--- src/hw/rtl/tti_pkg.sv ---
// Shared types and constants of the thermistor table interpolator.
`timescale 1ns / 1ps
`default_nettype none

package tti_pkg;

    // Table geometry.
    localparam int DEFAULT_TABLE_DEPTH = 128;
    localparam int LEN_W               = 8;

    // Field widths of one input word and one result word.
    localparam int INDEX_W  = 7;
    localparam int RAW_W    = 16;
    localparam int TEMP_W   = 16;
    localparam int RESULT_W = 24;
    localparam int FRAC_W   = 8;

    // Input tdata layout, lowest field first, padded to whole bytes.
    localparam int INDEX_LSB  = 0;
    localparam int ERAW_LSB   = INDEX_LSB + INDEX_W;
    localparam int ETEMP_LSB  = ERAW_LSB + RAW_W;
    localparam int SAMPLE_LSB = ETEMP_LSB + TEMP_W;
    localparam int IN_USED_W  = SAMPLE_LSB + RAW_W;
    localparam int IN_TDATA_W = ((IN_USED_W + 7) / 8) * 8;
    localparam int OUT_TDATA_W = RESULT_W;

    // The quotient is produced one bit per divider step.
    localparam int DIV_STEPS = RESULT_W;
    localparam int CNT_W     = $clog2(DIV_STEPS);

    localparam logic [LEN_W-1:0] LEN_RESET = 8'd2;

    // Word kinds carried in tuser.
    localparam logic REQ_WRITE  = 1'b0;
    localparam logic REQ_LOOKUP = 1'b1;

    // Datapath commands issued by the controller.
    typedef enum logic [3:0] {
        OP_IDLE,
        OP_WRITE,
        OP_INIT,
        OP_PROBE,
        OP_NARROW,
        OP_BOUND,
        OP_SETUP,
        OP_MUL1,
        OP_MUL2,
        OP_PREP,
        OP_DIV,
        OP_FINISH
    } t_op;

    // Datapath status seen by the controller after a probe.
    typedef struct packed {
        logic at_start;
        logic at_end;
        logic below;
        logic above;
        logic flat;
    } t_status;

endpackage

`default_nettype wire

--- src/hw/rtl/tti_ctrl.sv ---
// Controller: sequences table writes, bisection probes and the interpolation.
`timescale 1ns / 1ps
`default_nettype none

module tti_ctrl (
    input  logic             i_clk,
    input  logic             i_rst_n,
    input  logic             i_in_valid,
    input  logic             i_in_kind,
    output logic             o_in_ready,
    input  logic             i_out_ready,
    output logic             o_out_valid,
    input  tti_pkg::t_status i_status,
    output tti_pkg::t_op     o_op
);
    import tti_pkg::*;

    typedef enum logic [2:0] {
        S_IDLE,
        S_PROBE,
        S_CHECK,
        S_MUL1,
        S_MUL2,
        S_PREP,
        S_DIV,
        S_SIGN
    } t_state;

    t_state           r_state;
    t_state           n_state;
    logic             r_out_valid;
    logic             n_out_valid;
    logic [CNT_W-1:0] r_count;
    logic [CNT_W-1:0] n_count;
    logic             w_slot_free;
    logic             w_single;

    assign w_slot_free = !r_out_valid || i_out_ready;
    // The answer is one stored temperature: outside the table or a flat bracket.
    assign w_single = i_status.at_start || i_status.at_end ||
                      (!i_status.below && !i_status.above && i_status.flat);

    always_comb begin
        n_state     = r_state;
        n_count     = r_count;
        n_out_valid = r_out_valid && !i_out_ready;
        o_op        = OP_IDLE;
        unique case (r_state)
            S_IDLE: begin
                if (i_in_valid && o_in_ready) begin
                    if (i_in_kind == REQ_LOOKUP) begin
                        o_op    = OP_INIT;
                        n_state = S_PROBE;
                    end else begin
                        o_op = OP_WRITE;
                    end
                end
            end
            S_PROBE: begin
                o_op    = OP_PROBE;
                n_state = S_CHECK;
            end
            S_CHECK: begin
                if (w_single) begin
                    if (w_slot_free) begin
                        o_op        = OP_BOUND;
                        n_out_valid = 1'b1;
                        n_state     = S_IDLE;
                    end
                end else if (i_status.below || i_status.above) begin
                    o_op    = OP_NARROW;
                    n_state = S_PROBE;
                end else begin
                    o_op    = OP_SETUP;
                    n_state = S_MUL1;
                end
            end
            S_MUL1: begin
                o_op    = OP_MUL1;
                n_state = S_MUL2;
            end
            S_MUL2: begin
                o_op    = OP_MUL2;
                n_state = S_PREP;
            end
            S_PREP: begin
                o_op    = OP_PREP;
                n_count = '0;
                n_state = S_DIV;
            end
            S_DIV: begin
                o_op    = OP_DIV;
                n_count = r_count + CNT_W'(1);
                if (r_count == CNT_W'(DIV_STEPS - 1)) begin
                    n_state = S_SIGN;
                end
            end
            S_SIGN: begin
                if (w_slot_free) begin
                    o_op        = OP_FINISH;
                    n_out_valid = 1'b1;
                    n_state     = S_IDLE;
                end
            end
            default: begin
                n_state = S_IDLE;
            end
        endcase
    end

    always_ff @(posedge i_clk) begin
        if (!i_rst_n) begin
            r_state     <= S_IDLE;
            r_out_valid <= 1'b0;
            r_count     <= '0;
        end else begin
            r_state     <= n_state;
            r_out_valid <= n_out_valid;
            r_count     <= n_count;
        end
    end

    // No word is taken while reset is held.
    assign o_in_ready  = (r_state == S_IDLE) && i_rst_n;
    assign o_out_valid = r_out_valid;

    // A new result never overwrites one that has not been taken.
    a_no_overwrite: assert property (@(posedge i_clk) disable iff (!i_rst_n)
        ((o_op == OP_BOUND) || (o_op == OP_FINISH)) |-> (!r_out_valid || i_out_ready))
        else $error("result register overwritten while full");

    // The divider runs exactly its step count.
    a_div_count: assert property (@(posedge i_clk) disable iff (!i_rst_n)
        (r_state == S_DIV) |-> (r_count < CNT_W'(DIV_STEPS)))
        else $error("divider step count overran");

    // An accepted lookup always starts with a probe.
    a_lookup_probes: assert property (@(posedge i_clk) disable iff (!i_rst_n)
        (i_in_valid && o_in_ready && (i_in_kind == REQ_LOOKUP)) |=> (r_state == S_PROBE))
        else $error("lookup did not start a probe");

endmodule

`default_nettype wire

--- config.mk ---
export PLATFORM = sky130hd
export DESIGN_NAME = tti_ctrl
export DESIGN_NICKNAME = d
export VERILOG_FILES = /design/src/hw/rtl/tti_pkg.sv /design/src/hw/rtl/tti_ctrl.sv
export SDC_FILE = /design/constraint.sdc
export NUM_CORES = 1
export LEC_CHECK = 0
export ABC_AREA = 1
export BUFFER_PORTS_ARGS = -buffer_cell sky130_fd_sc_hd__clkbuf_2
export CORE_MARGIN = 8
export CORE_UTILIZATION = 40
export CTS_CLUSTER_SIZE = 10
export DETAILED_ROUTE_END_ITERATION = 10
export PLACE_DENSITY_LB_ADDON = 0.1
export SLEW_MARGIN = 20
export SYNTH_ARGS = -nofsm -noshare
export SYNTH_HDL_FRONTEND = slang
export SYNTH_SLANG_ARGS = --single-unit
export TNS_END_PERCENT = 50
--- constraint.sdc ---
create_clock -name i_clk -period 1.7 [get_ports i_clk]
set_input_delay 0.255 -clock i_clk [delete_from_list [all_inputs] [get_ports i_clk]]
set_output_delay 0.255 -clock i_clk [all_outputs]
set_load 0.05 [all_outputs]
# After elaboration in Yosys (flattened, before gate mapping)
# Cells that the tools add are included.
[classes]
addsub = 1
n_eq_ne = 11
n_mux = 18
reduce_logical = 16
[ops]
columns = ["operator", "count"]
rows = [
  ["$pmux 4 s8", 1],
  ["$pmux 3 s8", 1],
  ["$mux 3", 6],
  ["$eq 3x3->1 const B", 4],
  ["$pmux 5 s2", 1],
  ["$mux 2", 4],
  ["$mux 4", 2],
  ["$eq 3x2->1 const B", 2],
  ["$ne 2x2->1 const B", 3],
  ["$add 5x1->5 const B", 1],
  ["$eq 5x5->1 const B", 1],
  ["$logic_and 1x1->1", 5],
  ["$logic_not 1->1", 4],
  ["$logic_or 1x1->1", 4],
  ["$eq 3x1->1 const B", 1],
  ["$logic_not 3->1", 1],
  ["$reduce_and 3->1", 1],
  ["$mux 1", 2],
  ["$pmux 1 s2", 1],
  ["$reduce_bool 2->1", 1],
]
[word_totals]
reg_bits = 9
in_bits = 10

# Logic depth before layout (Yosys ltp)
# Gate-level depths: netlist of run 1.
[depth]
depth_word = 6
ltp_mapped = 7

# Worst setup path after synthesis of run 1
# Ideal clock, no wire load.
[synth_timing]
path_type = "reg-to-output"
from = "register r_out_valid (netlist: o_out_valid)"
to = "output port o_op[2]"
arrival_ns = 1.558
slack_ns = -0.113
path_stages_with_launch = 4
path_buffers = 0
cell_sequence = "dfxtp_1 > nand2_1 > inv_1 > a31oi_1"
[synth_via]
elab_chain_len = 5
[synth_rtl]
columns = ["element", "line", "source"]
rows = [
  ["from (decl)", "tti_ctrl.sv:31", "logic r_out_valid;"],
  ["from (signal assigned)", "tti_ctrl.sv:118", "r_out_valid <= n_out_valid;"],
  ["$logic_not 1->1", "tti_ctrl.sv:38", "assign w_slot_free = !r_out_valid || i_out_ready;"],
  ["$logic_or 1x1->1", "tti_ctrl.sv:38", ""],
  ["$mux 3", "tti_ctrl.sv:65", "if (w_slot_free) begin"],
  ["$mux 4", "tti_ctrl.sv:64", "if (w_single) begin"],
  ["$pmux 4 s8", "tti_ctrl.sv:48", "unique case (r_state)"],
  ["to (decl)", "tti_ctrl.sv:14", "output tti_pkg::t_op o_op"],
]
# No other way between the ends.

# Worst setup path in the final report of run 1
[layout_timing]
from = "register r_state[0]"
to = "output port o_op[2]"
[layout_via]
elab_chain_len = 2
elab_cells_between_ends = 9
classes_between = "eq/ne (7); mux (1); reduce/logical (1)"
[layout_rtl]
columns = ["element", "line", "source"]
rows = [
  ["from (decl)", "tti_ctrl.sv:29", "t_state r_state;"],
  ["from (signal assigned)", "tti_ctrl.sv:117", "r_state <= n_state;"],
  ["$eq 3x3->1, or another cell as far along", "tti_ctrl.sv:48", ""],
  ["$pmux 4 s8 *", "tti_ctrl.sv:48", ""],
]
# Every way passes the cells marked *; elsewhere a longest branch is shown, timed or not.

==> results of run 1 <==
what timing repair did:
item,4_1_cts,5_1_grt
buffers inserted,0,8
hold buffers,0,0
setup endpoints to repair,2,2
gates resized for setup,7,14
pin swaps,0,5
area by class of cell:
| type | instances | area share [%] |
|---|---|---|
| multi-input cells | 76 | 45.9 |
| flip-flops and latches | 9 | 22.1 |
| repair buffers | 24 | 17.7 |
| clock inverters | 1 | 0.577 |
| inverters | 17 | 8.80 |
| clock buffers | 3 | 2.60 |
| well taps | 16 | 2.31 |
layer usage:
layer	share of wire [%]	vias up
met1	44	342
met4	0.80	0
met3	6.3	2
met2	49	22
li1	-	388
met5	0	-
power by group through the flow:
stage | clock network (W) | logic (W) | registers, W
after floorplan | 0 | 0.0000474 | 0.000219
after global placement | 0 | 0.0000724 | 0.000219
after detailed placement | 0 | 0.0000719 | 0.000219
after CTS | 0.000169 | 0.0000765 | 0.000214
after global routing | 0.000181 | 0.0000954 | 0.000211
final | 0.000162 | 0.0000879 | 0.000211
cell usage in the layout (no fill, tap or decap), types with 2 or more instances in the layout:
master / instances
a21oi_1: 5
a31oi_1: 3
buf_4: 10
clkbuf_2: 13
clkbuf_4: 3
dfxtp_1: 6
dfxtp_4: 3
inv_1: 12
inv_2: 2
inv_6: 2
nand2_1: 29
nand2_2: 2
nand3_1: 12
nor2_1: 11
o21ai_0: 4
through the flow:
| step | total power, W | std cells | utilization, % | hold slack (ns) | setup slack [ns] |
|---|---|---|---|---|---|
| 2_1_floorplan | 0.000266 | 103 | - | 0.353 | -0.0930 |
| 3_3_place_gp | 0.000291 | 134 | 48.5 | 0.473 | 0.152 |
| 3_5_place_dp | 0.000291 | 134 | 48.5 | 0.471 | 0.171 |
| 4_1_cts | 0.000460 | 138 | 51.7 | 0.250 | 0.0181 |
| 5_1_grt | 0.000487 | 146 | 58.9 | 0.256 | -0.0271 |
| 6_report | 0.000461 | 146 | 58.9 | 0.256 | 0.0382 |
worst register-to-register path, stage by stage, from the launching register on:
cell     delay, ns
dfxtp_4       0.37
inv_6         0.09
nand2_4       0.06
nor2_4        0.12
buf_4         0.12
buf_4         0.09
nand3_1       0.05
nand2_1       0.07
nand2_1       0.05
nor2_1        0.12
worst max path at each step:
stage	from	to	slack [ns]
final	r_state[0]	o_op[2]	0.04
after detailed placement	r_state[1]	o_op[0]	0.17
after CTS	r_state[0]	o_op[0]	0.02
after floorplan	o_out_valid	o_op[0]	-0.09
after global routing	r_state[2]	o_op[0]	-0.03
after global placement	r_state[1]	o_op[0]	0.15
flip-flops by register name, indices dropped and copies added (netlist names):
signal       cells
o_out_valid      1
r_count          5
r_state          3
kinds of logic (layout without fill, tap and decap cells):
logic type,count (synthesis),count (layout),share of synthesized area (%)
adder cells (fa/ha/maj),1,1,2.05
AND/OR/NAND/NOR,59,59,42.3
flip-flops,9,9,29.6
AO/OA/AOI/OAI,16,16,14.8
buffers and inverters,18,45,11.3
==> impl_results.md, run 1 <==
* Run status: complete, no violations
* First-pass GRT wire length at approximately 2500 µm
* Crit Path Class: reg -> out
* WHS Endpoint: r_state[0]
* Top post-synthesis cells by area: dfxtp_1 (30%), nand2_1 (18%), nand3_1 (11%)
* Sw frac at 28.6%
* Logic gate share of total power at 19.1%
* FILL cells at roughly 150
* Measured slew at the worst slew-check pin at about 0.28 ns
* Req. time, crit path at about 1.4 ns
* Psw at around 0.00013 W
* P_int at 0.000329 W
* Worst hold path class: in -> reg
* Largest net degree at the start of global routing at 9
* Final TNS setup at 0 ns
* Mean Syn Cell Area at a little under 6 µm²
* Placed wire-length estimate at roughly 1200 µm
* Placement Cell Area at between 700 and 800 µm²
* Cell count after synthesis at roughly 100
* Fin. Hold Viols at 0
* Yosys warnings at 0
* Io pins at 16
* Htree depth at 1
* Min-delay src: i_rst_n
* Vias in the first global route at approximately 640
* CTS tree: built
* CP Data Arrival Time at roughly 1.4 ns
* Share of flip-flops with an asynchronous set or reset at 0%
* Minimum clock period after layout at 1.66 ns
* I/O Buffers at 15
* Met1 Use GR at between 10% and 20%
* Post-synth top cells: nand2_1 (30), nand3_1 (13), inv_1 (12)
* Total die area at approximately 0.0030 mm²
* Fraction of layout cells with a size suffix above 1 at 33.8%
* Antenna Cells at 0
* Element type at the critical path start: flip-flop
* CP max-delay cell: dfxtp_4
* Multi-input gate area at 398 µm²
* Hold depth at 3
* Tcrit/Tclk final at approximately 100%
* Num Clock Sinks at 9
* GRT met3 Usage at roughly 5.1%
* Main synth FF type: dfxtp_1
* Worst-skew pair later-pin latency at 0.26 ns
* Peak supply drop at 0.000287 V
* GRT busiest layer: met2
* Top delay family on crit path: buffers and inverters
* Core Area at ~0.0015 mm²
* Critical Path Stages at 5
* Initial antenna violation count at 0
* CP bufs+invs at 4
* RSZ-0062 raised after global routing: true
* Crit path max fanout at 5
* Worst R2R End: r_state[0]
* Total grt overflow at 0
* DRC at 0
* Slew Limit Headroom at between 80% and 90%
* Max frequency at between 600 and 700 MHz
* Grt met2 use at about a fifth
* CP Cell Sequence: inv_6 > buf_4 > buf_4 > a31oi_2 > clkbuf_2
* Placer Congestion at 0.871
* Total track usage at between 10 and 15%
* Storage element area at approximately 190 µm²
* # nets final at between 100 and 150
* Mapped Area at around 610 µm²
* Worst Skew at between 0.0015 and 0.002 ns
* Final antenna-violating net count at 0
* Final number of setup-violating endpoints at 0
* DR pass1 iterations at 4
* Max cap viols at 0
* CTS Buffer Depth at 2
* Sequential power share at 45.8%
* Chip width at approximately 55 µm
* Initial Utilization at 41.4%
* CP most frequent cell: buf_4
* Reg2Reg Setup Slack at approximately 0.49 ns
* Post-synthesis cell type count at 18
* Final Instance Area at between 800 and 900 µm²
* PwrDens at around 530 mW/mm²
* Fin. max-slew vios at 0
* Avg WL per Cell at 12.0 µm
* Vias/cell at between 5 and 6
* Via count at ~750
* Initial DRC count at 21
* Clock-pin slew on the worst setup and hold paths at 0.06 ns
* Area leader, netlist: dfxtp_1
* Reg-to-reg startpoint: r_state[0]
* Synth Net Count at 114
* Clock network power share at a little over a third
* Clock Root Buffer: clkbuf_4
* CP peak stage delay at 0.39 ns
* Post-synth top area share at just under 30%
* Post-synth EDFFs at 0
* Syn-to-layout area delta at 42.3%
* CP Capture Type: primary output
* Site Rows at 14
* Static Leakage at 0.465 nW
* Worst r2r path cells at 9
* Most frequent cell after synthesis: nand2_1
* CTS Buf Count at 3
* Seq cells post-synth at 9
* Sequential area share after synthesis at between 20% and 30%
* Drt total wl at between 1500 and 2000 µm
* Die Ht at between 50 and 60 µm
No activity file was read; power rests on OpenSTA's default activity.
==> run 2: changes to the inputs <==
- clock period: 1.7 -> 1.95 ns (I/O delays scaled with it)
==> impl_results.md, run 2 (synthesis results as in run 1) <==
* Run status: complete, no violations
* Final number of setup-violating endpoints at 0
* Total die area at 0.00303 mm²
* Fin. max-slew vios at 0
* Syn-to-layout area delta at 20.5%
* Static Leakage at ~0.41 nW
* Die Ht at roughly 55 µm
* CTS Buf Count at 3
* Drt total wl at roughly 1500 µm
* Fraction of layout cells with a size suffix above 1 at 24.6%
* Via count at 682
* First-pass GRT wire length at 2390 µm
* Avg WL per Cell at ~11 µm
* Max reg flops at 5
* Crit path max fanout at 7
* CTS Hold Bufs at 0
* I/O Buffers at 15
* Placer Congestion at about 0.86
* Core Area at around 0.0015 mm²
* Io pins at 16
* Largest reg by FF count: r_count
* RSZ-0062 raised after global routing: false
* Vias in the first global route at between 500 and 600
* CP Data Arrival Time at between 1.5 and 2 ns
* CP Capture Type: primary output
* Initial Utilization at approximately two fifths
* Peak supply drop at 0.000362 V
* Htree depth at 1
* Site Rows at 14
* Fin. Hold Viols at 0
* Vias/cell at approximately 5
* DRC at 0
* Total grt overflow at 0
* Most frequent cells in the layout: nand2_1 (30), clkbuf_2 (14), nand3_1 (13)
* Chip width at around 55 µm
* Worst Skew at ~0.0066 ns
* Initial DRC count at 12
* Clock-pin slew on the worst setup and hold paths at roughly 0.06 ns
* Final antenna-violating net count at 0
* CTS Buffer Depth at 2
* CTS tree: built
* Largest net degree at the start of global routing at 9
* # nets final at between 100 and 150
* Max cap viols at 0
* DR pass1 iterations at 4
* PwrDens at 537 mW/mm²
* Tcrit/Tclk final at a little over nine tenths
* Element type at the critical path start: flip-flop
* Worst hold path class: in -> reg
* Final TNS setup at 0 ns
* Initial antenna violation count at 0
* Antenna Cells at 0
* Max frequency at 545 MHz
* Req. time, crit path at between 1.5 and 2 ns
* Minimum clock period after layout at between 1.5 and 2 ns
* Placed wire-length estimate at ~1200 µm
* Total track usage at around 11%
* Worst-skew pair later-pin latency at approximately 0.26 ns
* Clock Root Buffer: clkbuf_4
* Crit Path Class: reg -> out
* Power Total at ~0.0004 W
* Measured slew at the worst slew-check pin at 0.294 ns
* Reg2Reg Setup Slack at 0.84 ns
* Slew Limit Headroom at between 80% and 90%
* Commonest non-fill, non-tap cell in the layout: nand2_1
* Num Clock Sinks at 9
## run 2: critical path, cell delays in order, from the launching register on
cell	delay (ns)
dfxtp_1	0.47
nand2_2	0.12
nor2_2	0.17
nand2_1	0.09
o211ai_1	0.15
buf_2	0.29
## run 2: what timing repair did
action | in CTS | in global routing
endpoints found under the hold margin | 0 | 0
resized for setup | 0 | 2
setup endpoints to repair | 0 | 2
buffers inserted | 0 | 0
## run 2: area by class of cell
type	count	area (µm²)
well taps	16	20.0
flip-flops and latches	9	181
repair buffers	16	82.6
inverters	17	63.8
clock buffers	4	26.3
multi-input cells	76	360
fillers	167	737
## run 2: stage by stage
step	hold WS (ns)	worst slack (ns)	area [µm²]	cells	util, %
after floorplan	0.390	0.0995	609	103	-
after global placement	0.475	0.381	707	134	48.0
after detailed placement	0.475	0.385	707	134	48.0
after CTS	0.293	0.0941	733	138	49.8
after global routing	0.309	0.00430	734	138	49.9
final	0.289	0.116	734	138	49.9
## run 2: power by group
group / switching, W / total (W) / leakage [nW] / internal [W]
combinational: 0.0000427 / 0.0000630 / 0.320 / 0.0000203
sequential: 0.00000176 / 0.000187 / 0.0730 / 0.000185
clock: 0.0000656 / 0.000144 / 0.0150 / 0.0000789
total: 0.000110 / 0.000394 / 0.408 / 0.000284
## run 2: final timing paths
path / from / end / depth (start not counted)
worst min register to register: r_count[3] / r_count[3] / 2
worst min-delay path: i_rst_n / r_state[0] / 3
worst max register to register: r_state[1] / r_state[1] / 6
worst max-delay path: r_state[1] / o_op[0] / 5
## run 2: routing by layer
| metal | GRT usage [%] | wire length [µm] | up-vias |
|---|---|---|---|
| met5 | 0 | 0 | - |
| met4 | 4.80 | 23 | 0 |
| met3 | 5.61 | 134 | 4 |
| met2 | 17.0 | 661 | 18 |
| met1 | 12.3 | 719 | 288 |
| li1 | - | - | 372 |
